**config.mk**
```make
export PLATFORM = sky130hd
export DESIGN_NAME = expression_lexer
export DESIGN_NICKNAME = d
export VERILOG_FILES = /design/src/rtl/core/exlex_pkg.sv /design/src/rtl/core/expression_lexer.sv
export SDC_FILE = /design/constraint.sdc
export NUM_CORES = 1
export LEC_CHECK = 0
export BUFFER_PORTS_ARGS = -buffer_cell sky130_fd_sc_hd__buf_4
export CAP_MARGIN = 25
export CORE_AREA = 2 2 280 282
export DETAILED_ROUTE_END_ITERATION = 8
export DIE_AREA = 0 0 282 284
export MAX_ROUTING_LAYER = met4
export PLACE_DENSITY_LB_ADDON = 0.12
export SLEW_MARGIN = 10
export SYNTH_ARGS = -nofsm -noshare
export SYNTH_HDL_FRONTEND = slang
export SYNTH_SLANG_ARGS = --single-unit
```
**constraint.sdc**
```tcl
create_clock -name clock -period 14.5 [get_ports clock]
set_input_delay 0.725 -clock clock [delete_from_list [all_inputs] [get_ports clock]]
set_output_delay 0.725 -clock clock [all_outputs]
set_load 0.005 [all_outputs]
```
**src/rtl/core/exlex_pkg.sv**
```systemverilog
`timescale 1ns / 1ps

package exlex_pkg;

   // Token kinds as reported on the result channel.
   localparam logic [3:0] KIND_NUMBER    = 4'd0;
   localparam logic [3:0] KIND_IDENT     = 4'd1;
   localparam logic [3:0] KIND_LET       = 4'd2;
   localparam logic [3:0] KIND_PRINT     = 4'd3;
   localparam logic [3:0] KIND_EQUAL     = 4'd4;
   localparam logic [3:0] KIND_SEMICOLON = 4'd5;
   localparam logic [3:0] KIND_PLUS      = 4'd6;
   localparam logic [3:0] KIND_MINUS     = 4'd7;
   localparam logic [3:0] KIND_STAR      = 4'd8;
   localparam logic [3:0] KIND_SLASH     = 4'd9;
   localparam logic [3:0] KIND_LPAREN    = 4'd10;
   localparam logic [3:0] KIND_RPAREN    = 4'd11;
   localparam logic [3:0] KIND_END       = 4'd12;
   localparam logic [3:0] KIND_ERROR     = 4'd13;

   // Scanner state codes.
   localparam logic [1:0] MODE_IDLE = 2'd0;
   localparam logic [1:0] MODE_NUM  = 2'd1;
   localparam logic [1:0] MODE_WORD = 2'd2;
   localparam logic [1:0] MODE_ERR  = 2'd3;

   // Keyword tracking codes.
   localparam logic [1:0] KW_START = 2'd0;
   localparam logic [1:0] KW_LET   = 2'd1;
   localparam logic [1:0] KW_PRINT = 2'd2;
   localparam logic [1:0] KW_NONE  = 2'd3;

   localparam int LET_LEN   = 3;
   localparam int PRINT_LEN = 5;

   // One result as it leaves the block.
   typedef struct packed {
      logic [3:0]  kind;
      logic [31:0] value;
      logic        overflow;
      logic [15:0] start;
      logic [15:0] length;
      logic        last;
   } result_type;

   // Expected character of "let" at a given index.
   function automatic logic [7:0] let_char(input logic [2:0] idx);
      logic [7:0] ch;
      unique case (idx)
         3'd0:    ch = "l";
         3'd1:    ch = "e";
         3'd2:    ch = "t";
         default: ch = 8'h00;
      endcase
      return ch;
   endfunction

   // Expected character of "print" at a given index.
   function automatic logic [7:0] print_char(input logic [2:0] idx);
      logic [7:0] ch;
      unique case (idx)
         3'd0:    ch = "p";
         3'd1:    ch = "r";
         3'd2:    ch = "i";
         3'd3:    ch = "n";
         3'd4:    ch = "t";
         default: ch = 8'h00;
      endcase
      return ch;
   endfunction

   // Operator character to token kind; zero when the byte is no operator.
   function automatic logic [3:0] op_kind(input logic [7:0] ch);
      logic [3:0] kind;
      unique case (ch)
         "=":     kind = KIND_EQUAL;
         ";":     kind = KIND_SEMICOLON;
         "+":     kind = KIND_PLUS;
         "-":     kind = KIND_MINUS;
         "*":     kind = KIND_STAR;
         "/":     kind = KIND_SLASH;
         "(":     kind = KIND_LPAREN;
         ")":     kind = KIND_RPAREN;
         default: kind = KIND_NUMBER;
      endcase
      return kind;
   endfunction

endpackage

```
**src/rtl/core/expression_lexer.sv**
```systemverilog
`timescale 1ns / 1ps
// Results of a request are written to the result queue at the edge that accepts the request.
// Throughput: one request per cycle while each request yields at most one result and rsp_tready
// is high; a request that yields several results (up to three) holds the single result port longer.
// The 4-entry result queue sets the rate: requests are taken while it holds at most one result.
// Reset (synchronous, active high) empties the queue and returns the scanner to idle at offset 0.

module expression_lexer #(
   parameter int VALUE_WIDTH = 32,
   parameter int POS_WIDTH   = 16
) (
   input  logic        clock,
   input  logic        reset,
   // Request channel.
   input  logic        req_tvalid,
   output logic        req_tready,
   input  logic [7:0]  req_tdata,   // [7:0] char_code
   input  logic        req_tuser,   // [0] has_char
   input  logic        req_tlast,   // end_of_source
   // Result channel.
   output logic        rsp_tvalid,
   input  logic        rsp_tready,
   output logic [71:0] rsp_tdata,   // [31:0] number_value, [32] value_overflow,
                                    // [48:33] token_start, [64:49] token_length, rest zero
   output logic [3:0]  rsp_tuser,   // [3:0] token_kind
   output logic        rsp_tlast    // last_in_run
);

   import exlex_pkg::*;

   localparam logic [VALUE_WIDTH-1:0] VALUE_MAX = '1;
   localparam logic [POS_WIDTH-1:0]   POS_MAX   = '1;
   localparam int                     PROD_W    = VALUE_WIDTH + 4;

   // Scanner state.
   logic [1:0]             scan_mode_ff, scan_mode_in;
   logic [VALUE_WIDTH-1:0] number_accum_ff, number_accum_in;
   logic                   accum_overflow_ff, accum_overflow_in;
   logic [POS_WIDTH-1:0]   word_length_ff, word_length_in;
   logic [1:0]             keyword_match_ff, keyword_match_in;
   logic [POS_WIDTH-1:0]   char_position_ff, char_position_in;
   logic [POS_WIDTH-1:0]   run_start_ff, run_start_in;

   // Result queue.
   result_type queue_mem [4];
   logic [1:0] rd_ptr_ff, rd_ptr_in;
   logic [1:0] wr_ptr_ff, wr_ptr_in;
   logic [2:0] fifo_count_ff, fifo_count_in;

   logic       req_fire, rsp_fire;
   logic [7:0] ch;
   logic       has_char, end_src, active;
   logic       is_digit, is_alpha, is_space, is_op, is_other;
   logic [3:0] op_code;

   // Run state after the character, before any end-of-source handling.
   logic [1:0]             post_mode;
   logic [VALUE_WIDTH-1:0] post_accum;
   logic                   post_ovf;
   logic [POS_WIDTH-1:0]   post_len;
   logic [1:0]             post_kw;
   logic [POS_WIDTH-1:0]   post_start;
   logic [POS_WIDTH-1:0]   pos_next;

   logic [VALUE_WIDTH-1:0] base_accum;
   logic                   base_ovf;
   logic [POS_WIDTH-1:0]   base_len;
   logic [1:0]             base_kw;
   logic [POS_WIDTH-1:0]   base_start;
   logic [PROD_W-1:0]      accum_prod;
   logic [1:0]             kw_step;
   logic [POS_WIDTH-1:0]   len_step;

   // Candidate results in output order.
   result_type res_close1, res_op, res_close2, res_end;
   logic       v_close1, v_op, v_close2, v_end;
   logic [1:0] off_op, off_close2, off_end;
   logic [2:0] push_cnt;

   // Token for an open run.
   function automatic result_type run_token(input logic [1:0]             mode,
                                            input logic [VALUE_WIDTH-1:0] accum,
                                            input logic                   ovf,
                                            input logic [POS_WIDTH-1:0]   len,
                                            input logic [1:0]             kw,
                                            input logic [POS_WIDTH-1:0]   start);
      result_type r;
      logic [63:0] accum_ext;
      logic [31:0] len_ext;
      logic [31:0] start_ext;
      accum_ext = 64'(accum);
      len_ext   = 32'(len);
      start_ext = 32'(start);
      r.start   = start_ext[15:0];
      r.length  = len_ext[15:0];
      r.last    = 1'b0;
      if (mode == MODE_NUM) begin
         r.kind     = KIND_NUMBER;
         r.value    = accum_ext[31:0];
         r.overflow = ovf;
      end else begin
         r.value    = '0;
         r.overflow = 1'b0;
         if (kw == KW_LET && len == POS_WIDTH'(LET_LEN)) begin
            r.kind = KIND_LET;
         end else if (kw == KW_PRINT && len == POS_WIDTH'(PRINT_LEN)) begin
            r.kind = KIND_PRINT;
         end else begin
            r.kind = KIND_IDENT;
         end
      end
      return r;
   endfunction

   assign req_tready = (fifo_count_ff <= 3'd1);
   assign req_fire   = req_tvalid & req_tready;
   assign rsp_tvalid = (fifo_count_ff != 3'd0);
   assign rsp_fire   = rsp_tvalid & rsp_tready;

   assign ch       = req_tdata;
   assign has_char = req_tuser;
   assign end_src  = req_tlast;
   assign active   = has_char && (scan_mode_ff != MODE_ERR);

   // Character classes.
   assign op_code  = op_kind(ch);
   assign is_digit = (ch >= "0") && (ch <= "9");
   assign is_alpha = ((ch >= "a") && (ch <= "z")) || ((ch >= "A") && (ch <= "Z"));
   assign is_space = (ch == " ") || ((ch >= 8'd9) && (ch <= 8'd13));
   assign is_op    = (op_code != KIND_NUMBER);
   assign is_other = !is_digit && !is_alpha && !is_space && !is_op;

   // A character of a new kind starts its run from cleared values.
   always_comb begin
      if ((is_digit && scan_mode_ff == MODE_NUM) || (is_alpha && scan_mode_ff == MODE_WORD)) begin
         base_accum = number_accum_ff;
         base_ovf   = accum_overflow_ff;
         base_len   = word_length_ff;
         base_kw    = keyword_match_ff;
         base_start = run_start_ff;
      end else begin
         base_accum = '0;
         base_ovf   = 1'b0;
         base_len   = '0;
         base_kw    = KW_START;
         base_start = char_position_ff;
      end
   end

   // Decimal accumulate: value * 10 + digit, saturating when it no longer fits.
   assign accum_prod = ({4'b0, base_accum} << 3) + ({4'b0, base_accum} << 1)
                     + PROD_W'(ch[3:0]);
   assign len_step   = (base_len != POS_MAX) ? base_len + POS_WIDTH'(1) : base_len;

   // Keyword tracking on the word character at index base_len.
   always_comb begin
      kw_step = base_kw;
      unique case (base_kw)
         KW_START: begin
            if (ch == let_char(3'd0)) begin
               kw_step = KW_LET;
            end else if (ch == print_char(3'd0)) begin
               kw_step = KW_PRINT;
            end else begin
               kw_step = KW_NONE;
            end
         end
         KW_LET: begin
            if (base_len >= POS_WIDTH'(LET_LEN) || ch != let_char(base_len[2:0])) begin
               kw_step = KW_NONE;
            end
         end
         KW_PRINT: begin
            if (base_len >= POS_WIDTH'(PRINT_LEN) || ch != print_char(base_len[2:0])) begin
               kw_step = KW_NONE;
            end
         end
         default: kw_step = KW_NONE;
      endcase
   end

   // State after the character.
   always_comb begin
      post_mode  = scan_mode_ff;
      post_accum = number_accum_ff;
      post_ovf   = accum_overflow_ff;
      post_len   = word_length_ff;
      post_kw    = keyword_match_ff;
      post_start = run_start_ff;
      if (active) begin
         priority if (is_digit) begin
            post_mode  = MODE_NUM;
            post_start = base_start;
            post_kw    = base_kw;
            post_len   = len_step;
            if (accum_prod[PROD_W-1:VALUE_WIDTH] != 4'b0) begin
               post_accum = VALUE_MAX;
               post_ovf   = 1'b1;
            end else begin
               post_accum = accum_prod[VALUE_WIDTH-1:0];
               post_ovf   = base_ovf;
            end
         end else if (is_alpha) begin
            post_mode  = MODE_WORD;
            post_start = base_start;
            post_accum = base_accum;
            post_ovf   = base_ovf;
            post_kw    = kw_step;
            post_len   = len_step;
         end else if (is_other) begin
            post_mode = MODE_ERR;
         end else begin
            post_mode = MODE_IDLE;
         end
      end
   end

   assign pos_next = (has_char && char_position_ff != POS_MAX)
                   ? char_position_ff + POS_WIDTH'(1) : char_position_ff;

   // Candidate results.
   always_comb begin
      logic [31:0] pos_ext;
      logic [31:0] next_ext;
      pos_ext  = 32'(char_position_ff);
      next_ext = 32'(pos_next);

      v_close1 = active && (scan_mode_ff == MODE_NUM || scan_mode_ff == MODE_WORD)
               && !(is_digit && scan_mode_ff == MODE_NUM)
               && !(is_alpha && scan_mode_ff == MODE_WORD);
      res_close1 = run_token(scan_mode_ff, number_accum_ff, accum_overflow_ff,
                             word_length_ff, keyword_match_ff, run_start_ff);

      v_op            = active && (is_op || is_other);
      res_op.kind     = is_op ? op_code : KIND_ERROR;
      res_op.value    = is_op ? 32'd0 : 32'(ch);
      res_op.overflow = 1'b0;
      res_op.start    = pos_ext[15:0];
      res_op.length   = 16'd1;
      res_op.last     = 1'b0;

      v_close2   = end_src && (post_mode == MODE_NUM || post_mode == MODE_WORD);
      res_close2 = run_token(post_mode, post_accum, post_ovf, post_len, post_kw, post_start);

      v_end            = end_src && (post_mode != MODE_ERR);
      res_end.kind     = KIND_END;
      res_end.value    = '0;
      res_end.overflow = 1'b0;
      res_end.start    = next_ext[15:0];
      res_end.length   = '0;
      res_end.last     = 1'b1;

      // Mark the final result of this request.
      res_close2.last = !v_end;
      res_op.last     = !v_close2 && !v_end;
      res_close1.last = !v_op && !v_close2 && !v_end;
   end

   // Queue slots for the candidates, packed without gaps.
   assign off_op     = 2'(v_close1);
   assign off_close2 = off_op + 2'(v_op);
   assign off_end    = off_close2 + 2'(v_close2);
   assign push_cnt   = 3'(v_close1) + 3'(v_op) + 3'(v_close2) + 3'(v_end);

   // Next scanner state; end of source starts a new text at offset 0.
   always_comb begin
      scan_mode_in      = scan_mode_ff;
      number_accum_in   = number_accum_ff;
      accum_overflow_in = accum_overflow_ff;
      word_length_in    = word_length_ff;
      keyword_match_in  = keyword_match_ff;
      char_position_in  = char_position_ff;
      run_start_in      = run_start_ff;
      if (req_fire) begin
         if (end_src) begin
            scan_mode_in      = MODE_IDLE;
            number_accum_in   = '0;
            accum_overflow_in = 1'b0;
            word_length_in    = '0;
            keyword_match_in  = KW_START;
            char_position_in  = '0;
            run_start_in      = '0;
         end else begin
            scan_mode_in      = post_mode;
            number_accum_in   = post_accum;
            accum_overflow_in = post_ovf;
            word_length_in    = post_len;
            keyword_match_in  = post_kw;
            char_position_in  = pos_next;
            run_start_in      = post_start;
         end
      end
   end

   // Queue pointers and fill count.
   always_comb begin
      wr_ptr_in     = wr_ptr_ff;
      rd_ptr_in     = rd_ptr_ff;
      fifo_count_in = fifo_count_ff;
      if (req_fire) begin
         wr_ptr_in     = wr_ptr_ff + push_cnt[1:0];
         fifo_count_in = fifo_count_in + push_cnt;
      end
      if (rsp_fire) begin
         rd_ptr_in     = rd_ptr_ff + 2'd1;
         fifo_count_in = fifo_count_in - 3'd1;
      end
   end

   // Control registers.
   always_ff @(posedge clock) begin
      if (reset) begin
         scan_mode_ff      <= MODE_IDLE;
         number_accum_ff   <= '0;
         accum_overflow_ff <= 1'b0;
         word_length_ff    <= '0;
         keyword_match_ff  <= KW_START;
         char_position_ff  <= '0;
         run_start_ff      <= '0;
         wr_ptr_ff         <= '0;
         rd_ptr_ff         <= '0;
         fifo_count_ff     <= '0;
      end else begin
         scan_mode_ff      <= scan_mode_in;
         number_accum_ff   <= number_accum_in;
         accum_overflow_ff <= accum_overflow_in;
         word_length_ff    <= word_length_in;
         keyword_match_ff  <= keyword_match_in;
         char_position_ff  <= char_position_in;
         run_start_ff      <= run_start_in;
         wr_ptr_ff         <= wr_ptr_in;
         rd_ptr_ff         <= rd_ptr_in;
         fifo_count_ff     <= fifo_count_in;
      end
   end

   // Result queue storage.
   always_ff @(posedge clock) begin
      if (req_fire) begin
         if (v_close1) begin
            queue_mem[wr_ptr_ff] <= res_close1;
         end
         if (v_op) begin
            queue_mem[wr_ptr_ff + off_op] <= res_op;
         end
         if (v_close2) begin
            queue_mem[wr_ptr_ff + off_close2] <= res_close2;
         end
         if (v_end) begin
            queue_mem[wr_ptr_ff + off_end] <= res_end;
         end
      end
   end

   // Result port.
   always_comb begin
      result_type head;
      head      = queue_mem[rd_ptr_ff];
      rsp_tdata = {7'b0, head.length, head.start, head.overflow, head.value};
      rsp_tuser = head.kind;
      rsp_tlast = head.last;
   end

   // The queue never holds more than its four entries.
   assert property (@(posedge clock) disable iff (reset) fifo_count_ff <= 3'd4)
      else $error("result queue overfilled");

   // While dropping after an error, a request that does not end the text yields nothing.
   assert property (@(posedge clock) disable iff (reset)
      (req_fire && scan_mode_ff == MODE_ERR && !req_tlast) |-> (push_cnt == 3'd0))
      else $error("result produced while dropping input");

   // End of source returns the scanner to idle at offset 0.
   assert property (@(posedge clock) disable iff (reset)
      (req_fire && req_tlast) |=> (scan_mode_ff == MODE_IDLE && char_position_ff == '0))
      else $error("scanner not reset after end of source");

   // A request is never accepted when the queue cannot take all of its results.
   assert property (@(posedge clock) disable iff (reset)
      req_fire |-> (fifo_count_ff + push_cnt <= 3'd4))
      else $error("request accepted without queue room");

endmodule

```
==> results of run 1 <==
==> power by group through the flow <==
stage	Combinational [uW]	Sequential, uW	Clock (uW)
global placement	1280	1500	0
floorplan	825	1430	0
detailed placement	1310	1510	0
global route	1420	1520	1290
finish	1300	1490	1230
CTS	1310	1490	1260
==> final cells by class <==
type | instances | area share (%)
timing repair buffer | 141 | 4.12
inverter | 41 | 0.588
tap | 1040 | 4.97
clock inverter | 23 | 0.918
antenna | 7 | 0.0670
clock buffer | 63 | 5.16
sequential | 374 | 31.1
multi-input combinational | 2143 | 53.1
==> through the flow <==
step / hold WS, ns / worst slack, ns / std cells / instance area, sq um / total power, uW
final: 0.480 / 7.68 / 3832 / 26200 / 4020
after global routing: 0.496 / 7.23 / 3832 / 26200 / 4230
after CTS: 0.481 / 7.71 / 3825 / 26100 / 4060
after detailed placement: 0.469 / 7.12 / 3739 / 24600 / 2820
after global placement: 0.468 / 7.31 / 3738 / 24500 / 2780
after floorplan: 0.452 / 8.34 / 2797 / 23000 / 2250
==> cells in the final DEF (no fill, tap or decap), types with 19 or more instances in the layout <==
cell / Yosys / routed
nand3_1: 69 / 69
a211oi_1: 87 / 87
a21oi_1: 253 / 253
buf_4: 7 / 140
o211ai_1: 27 / 27
o21ai_0: 155 / 155
o22ai_1: 59 / 58
mux2i_1: 84 / 84
edfxtp_1: 64 / 64
inv_1: 39 / 39
xnor2_1: 34 / 34
nor3_1: 45 / 42
xor2_1: 28 / 28
o221ai_1: 21 / 21
a21o_1: 19 / 19
nand2_1: 352 / 351
ha_1: 81 / 81
dfxtp_1: 310 / 308
and2_1: 52 / 52
o21ai_1: 86 / 86
mux4_2: 70 / 70
clkbuf_16: 0 / 49
a22oi_1: 38 / 38
nor2_1: 327 / 323
==> cell families (layout without fill, tap and decap cells) <==
| family | after synthesis | count (layout) | share of synthesized area, % |
|---|---|---|---|
| xor gates and xnor gates | 62 | 62 | 2.36 |
| muxes | 155 | 155 | 10.6 |
| and+or+nand+nor | 944 | 944 | 18.0 |
| AOI/OAI and AO/OA | 889 | 889 | 24.1 |
| other | 1 | 14 | 0.0163 |
| buffers and inverters | 280 | 268 | 4.78 |
| adders and majority gates | 86 | 86 | 4.84 |
| DFF | 374 | 374 | 35.3 |
==> worst max-delay path by stage <==
stage	startpoint	endpoint	slack (ns)	depth (start not counted)
final	req_tdata[4]	queue_mem[0][39]	7.68	20
after global routing	req_tdata[4]	queue_mem[3][35]	7.23	20
after CTS	scan_mode_ff[1]	queue_mem[0][39]	7.71	21
after detailed placement	req_tdata[4]	queue_mem[0][39]	7.12	20
after global placement	req_tdata[4]	queue_mem[3][36]	7.31	20
after floorplan	req_tdata[5]	number_accum_ff[14]	8.34	23
==> routing by layer <==
metal  global-route usage [%]  vias to the layer above  wire (um)  part of all wire, %
met3                     3.37                      150       5190                  5.7
met4                     6.97                        0       2430                  2.7
met1                     30.4                    10800      41000                   45
met5                        -                        -          0                    0
met2                     36.2                      715      42500                   47
li1                         -                    10100          -                    -
==> cell usage after synthesis (all sizes together), types with 64 or more instances <==
master  instances  area, sq um
nor2          327         1230
a21oi         253         1270
ha             81         1010
mux2i          84          841
clkbuf        201          754
edfxtp         64         1920
nand2         352         1320
a211oi         88          666
mux4           70         1580
o21ai         241         1210
dfxtp         310         6210
nand3          69          345
==> registers in the layout, summed over array words and instances (netlist names), named ones only <==
register,cells
rd_ptr_ff,2
run_start_ff,16
keyword_match_ff,2
word_length_ff,16
accum_overflow_ff,1
queue_mem,280
char_position_ff,16
fifo_count_ff,3
wr_ptr_ff,2
number_accum_ff,32
scan_mode_ff,2
==> critical path, cell delays in order <==
cell	delay [ns]
buf_4	0.17
nor4bb_1	0.37
nand2_1	0.52
o22ai_2	0.82
buf_4	0.43
nand2_1	0.15
fa_1	0.51
inv_1	0.07
fa_1	0.48
a211oi_1	0.32
o211ai_1	0.19
a21boi_0	0.43
a22oi_1	0.25
o211a_1	0.28
a211oi_1	0.24
a21o_1	0.12
buf_4	0.46
nor3_1	0.14
o31a_1	0.33
a211oi_1	0.27
==> qor.yml, run 1 <==
cells_and_area:
  utilization_pct: 34.0
  design.final.nets: 2848
  syn_to_final_growth_pct: 13.7
  area.sequential_sq_um: 8140
  n_fill_cell: 8055
  drive_above_1_share_pct: 11.8
  multi_input_comb_area_sq_um: 13900
worst_setup_path:
  timing_worst_setup_path_type: "in -> reg"
  worstSetupEndpointType: "flip-flop"
  r2r_end: "queue_mem[0][39]"
  worstPathArrival_ns: 7.31
  cp_max_fo: 43
  rr_worst_depth: 21
  setup.worst_path.start_class: "input port"
  reg_to_reg_setup_timing_slack_ns: 7.72
  timing.rr.start: "scan_mode_ff[1]"
  worst-endpoint-required_ns: 14.99
logic_synthesis:
  ys_async_sr_fraction_pct: 0
  synthFlopType: "dfxtp_1"
  yosys_warnings: 0
  syn_inst: 2791
  synth-edff-count: 64
  mappedNetlistArea_sq_um: 23000
  ys_seq_area_share_pct: 35.3
  synth_cell_type_count: 84
  synth.avg_cell_area_sq_um: 8.24
  postSynthRegisterBits: 374
global_routing:
  first_global_vias: 21200
  initial_antenna_violation_count: 7
  pin_count_of_the_biggest_net_entering_global_routing: 75
  global_route.overflow_total: 0
  grt_pass1_wl_mm: 137
  groute.usage.overall_pct: 23.0
min_path:
  worstHoldPathType: "reg -> reg"
  hold-path-endpoint: "queue_mem[3][14]"
  holdPathStages: 2
  timing.hold.worst.start: "queue_mem[3][14]"
power:
  clock_power_share_pct: 30.6
  internal_pwr_total_uw: 2640
  switching_power_uw: 1370
  leakage_power_of_the_design_uw: 0.00996
  power-per-cell-area_nw_per_um2: 154
  sw_frac_of_total_pct: 34.2
  share_comb_of_total_power_pct: 32.3
  ir_worst_vdd_mv: 0.0753
  power.sequential.fraction_pct: 37.1
timing:
  setup_viol: 0
  hold_violation_total_from_the_final_report: 0
  rsz0062_at_grt: "false"
  final_period_minus_worst_setup_slack_ns: 6.82
  timing.final.max_slew_violations: 0
  final_min_period_over_clock_period_pct: 47.0
  max_slew_margin_pct: 25.0
  tightestPinTransition_ns: 1.11
  fmaxAchievable_mhz: 147
  fin_setup_tns_ns: 0
  timing.clock.skew_ns: 0.0164
clocking:
  cts.hold.buffers_added: 0
  cts-htree-levels: 2
  cts.clk_slew.worst_paths_ns: 0.06
  number_of_cts_inserted_buffers: 47
  cts_tree: "yes"
  clock_latency_ns: 0.60
  cts_num_sinks: 374
  ctsRootBufferMaster: "clkbuf_16"
  post_cts_buffers: 0
  cts_buffer_depth: 3
  ctsResizeCount: 0
floorplanning:
  die_w_um: 282
  die_height_um: 284
  design.portCount: 93
  initial_core_util_pct: 29.9
  dieArea_sq_um: 80100
  core_area_sq_um: 77000
  core.rowCount: 102
detailed_routing:
  drtAntennaViolNets: 0
  vias: 21800
  drt-total-wl_mm: 91.1
  average_vias_per_placed_instance: 5.68
  post_drt_wl_per_cell_um: 23.8
  drt_pass1_iterations: 7
  drt_first_iter_violations: 1842
  detail_route.drc_violations: 0
placed_design:
  port_buffers: 85
  gpl.final_weighted_congestion: 0.887
  detailedPlacementHpwl_mm: 60.6
flow_run:
  max_cap_violation_count: 0
outcome:
  status: "finished, final reports clean"
No activity file was read; power rests on OpenSTA's default activity.
==> inputs of run 2 (changes only) <==
- clock period: 14.5 -> 5.9 ns (I/O delays scaled with it)
==> qor.yml, run 2 (same netlist as run 1, synthesis figures left out) <==
outcome:
  status: "finished, final reports clean"
worst_setup_path:
  reg_to_reg_setup_timing_slack_ns: 0.54  # -7.18 ns
  worst-endpoint-required_ns: 6.41  # -8.58 ns
  worstPathArrival_ns: 5.86  # -1.45 ns
  cp_max_fo: 43  # unchanged
  setup.worst_path.start_class: "flip-flop"
  critPathSlowestCell: "fa_1"
  r2r_end: "queue_mem[3][36]"
  path_buf_inv: 4  # unchanged
  worstSetupEndpointType: "flip-flop"
  timing.rr.start: "scan_mode_ff[0]"
  worst_path_largest_cell_delay_ns: 0.51  # -0.31 ns
  rr_worst_depth: 19  # -9.5%
  worst_path_dominant_cell_family: "compound AO/OA/AOI/OAI gates"
  timing.critical_path.cells: "inv_1, ha_1, inv_1, o22ai_2, nand2_1, fa_1, inv_1, fa_1, a211oi_1, o211ai_1, a21boi_0, a22oi_1, o211a_1, a211oi_1, a21o_1, buf_12, nor3_1, o31a_1, a211oi_1"
  timing_worst_setup_path_type: "reg -> reg"
min_path:
  timing.hold.worst.start: "req_tdata[0]"
  worstHoldPathType: "in -> reg"
  hold-path-endpoint: "number_accum_ff[0]"
  holdPathStages: 3  # +1
floorplanning:
  initial_core_util_pct: 29.9  # unchanged
  design.portCount: 93  # unchanged
  die_w_um: 282  # unchanged
  die_height_um: 284  # unchanged
  core_area_sq_um: 77000  # unchanged
  core.rowCount: 102  # unchanged
  dieArea_sq_um: 80100  # unchanged
cells_and_area:
  multi_input_comb_area_sq_um: 13900  # unchanged
  largest_register: "queue_mem"
  design.final.nets: 2863  # +0.53%
  syn_to_final_growth_pct: 14.3
  fin_area_sq_um: 26300  # +0.53%
  largest_register_ffs: 280  # unchanged
  layout.cells.non_filler: 3842  # +0.26%
  n_fill_cell: 8012  # -0.53%
  area.sequential_sq_um: 8140  # unchanged
  top_regs: "queue_mem: 280 flops, number_accum_ff: 32 flops"
  layout_commonest_cell: "nand2_1"
  final_cell_mix: "351 x nand2_1, 323 x nor2_1, 308 x dfxtp_1"
  drive_above_1_share_pct: 12.0  # +0.27 points
global_routing:
  groute.usage.overall_pct: 22.9  # -0.13 points
  global_route.overflow_total: 0  # unchanged
  initial_antenna_violation_count: 5  # -2
  first_global_vias: 21300  # +0.45%
  grt_pass1_wl_mm: 137  # about the same
  pin_count_of_the_biggest_net_entering_global_routing: 77  # +2.7%
placed_design:
  placement.cell_area_sq_um: 24700  # +0.55%
  post_placement_worst_setup_slack_ns: 0.432  # -6.69 ns
  numPlacedInstances: 3754  # +0.40%
  port_buffers: 85  # unchanged
  detailedPlacementHpwl_mm: 59.9  # -1.2%
  gpl.final_weighted_congestion: 0.885  # -0.28%
clocking:
  cts-htree-levels: 2  # unchanged
  cts_num_sinks: 374  # unchanged
  cts.hold.buffers_added: 0  # unchanged
  ctsResizeCount: 0  # unchanged
  number_of_cts_inserted_buffers: 47  # unchanged
  clock_latency_ns: 0.61  # about the same
  cts_tree: "yes"
  cts.clk_slew.worst_paths_ns: 0.06  # about the same
  ctsRootBufferMaster: "clkbuf_16"
  cts_buffer_depth: 3  # unchanged
  post_cts_buffers: 0  # unchanged
detailed_routing:
  vias: 21700  # -0.26%
  drt-total-wl_mm: 90.3  # -0.87%
  average_vias_per_placed_instance: 5.65  # -0.52%
  drtAntennaViolNets: 0  # unchanged
  post_drt_wl_per_cell_um: 23.5  # -1.1%
  drt_pass1_iterations: 6  # -1
  detail_route.drc_violations: 0  # unchanged
  drt_first_iter_violations: 1767  # -4.1%
timing:
  max_slew_margin_pct: 28.7  # +3.6 points
  tightestPinTransition_ns: 1.06  # -0.0564 ns
  fmaxAchievable_mhz: 187
  timing.final.max_slew_violations: 0  # unchanged
  setup_viol: 0  # unchanged
  final_min_period_over_clock_period_pct: 90.8
  rsz0062_at_grt: "false"
  final_period_minus_worst_setup_slack_ns: 5.36
  hold_violation_total_from_the_final_report: 0  # unchanged
  post-route-worst-setup-slack_ns: 0.542  # -7.14 ns
  timing.clock.skew_ns: 0.0250  # +0.00860 ns
  fin_setup_tns_ns: 0  # unchanged
power:
  power-per-cell-area_nw_per_um2: 378  # +150%
  fin_total_pwr_uw: 9950  # +150%
  ir_worst_vdd_mv: 0.211  # +180%
  leakage_power_of_the_design_uw: 0.0100  # +0.80%
flow_run:
  max_cap_violation_count: 0  # unchanged
[run 2: final cells by class]
type,count,area share [%]
Timing Repair Buffer,156,4.61
Sequential cell,374,30.9
Inverter,41,0.585
Multi-Input combinational cell,2143,52.8
Tap cell,1040,4.95
Clock buffer,63,4.91
Antenna cell,5,0.0476
Clock inverter,20,1.18
[run 2: worst max-delay path by stage]
stage                     cells after the start             from                  end  slack, ns
after floorplan                              23     req_tdata[5]  number_accum_ff[14]       0.17
after global placement                       19     req_tdata[4]     queue_mem[1][62]       0.45
after detailed placement                     19     req_tdata[4]     queue_mem[1][62]       0.43
after CTS                                    19  scan_mode_ff[0]     queue_mem[1][62]       0.52
after global routing                         19  scan_mode_ff[0]     queue_mem[2][57]       0.10
final                                        19  scan_mode_ff[0]     queue_mem[3][36]       0.54
[run 2: stage by stage]
step / hold slack [ns] / utilization, %
detailed placement: 0.472 / 32.1
global route: 0.175 / 34.2
finish: 0.188 / 34.2
global placement: 0.466 / 32.1
CTS: 0.143 / 34.2
floorplan: 0.452 / -
[run 2: worst reg2reg max path, cell delays in order (launching register included)]
cell      delay (ns)
dfxtp_1         0.35
inv_1           0.09
ha_1            0.29
inv_1           0.13
o22ai_2         0.32
nand2_1         0.15
fa_1            0.51
inv_1           0.07
fa_1            0.48
a211oi_1        0.30
o211ai_1        0.18
a21boi_0        0.44
a22oi_1         0.28
o211a_1         0.29
a211oi_1        0.27
a21o_1          0.17
buf_12          0.24
nor3_1          0.14
o31a_1          0.32
a211oi_1        0.26
[run 2: per-layer routing]
metal	wire length (um)	GRT usage (%)	vias up
met5	0	-	-
met4	2160	5.93	0
met3	5230	3.32	130
met2	42300	36.5	736
met1	40500	30.2	10700
li1	-	-	10200
[run 2: power by group]
part / switching (uW) / internal [uW] / total [uW]
logic: 1730 / 1460 / 3190
clock network: 1220 / 1850 / 3070
registers: 420 / 3270 / 3690
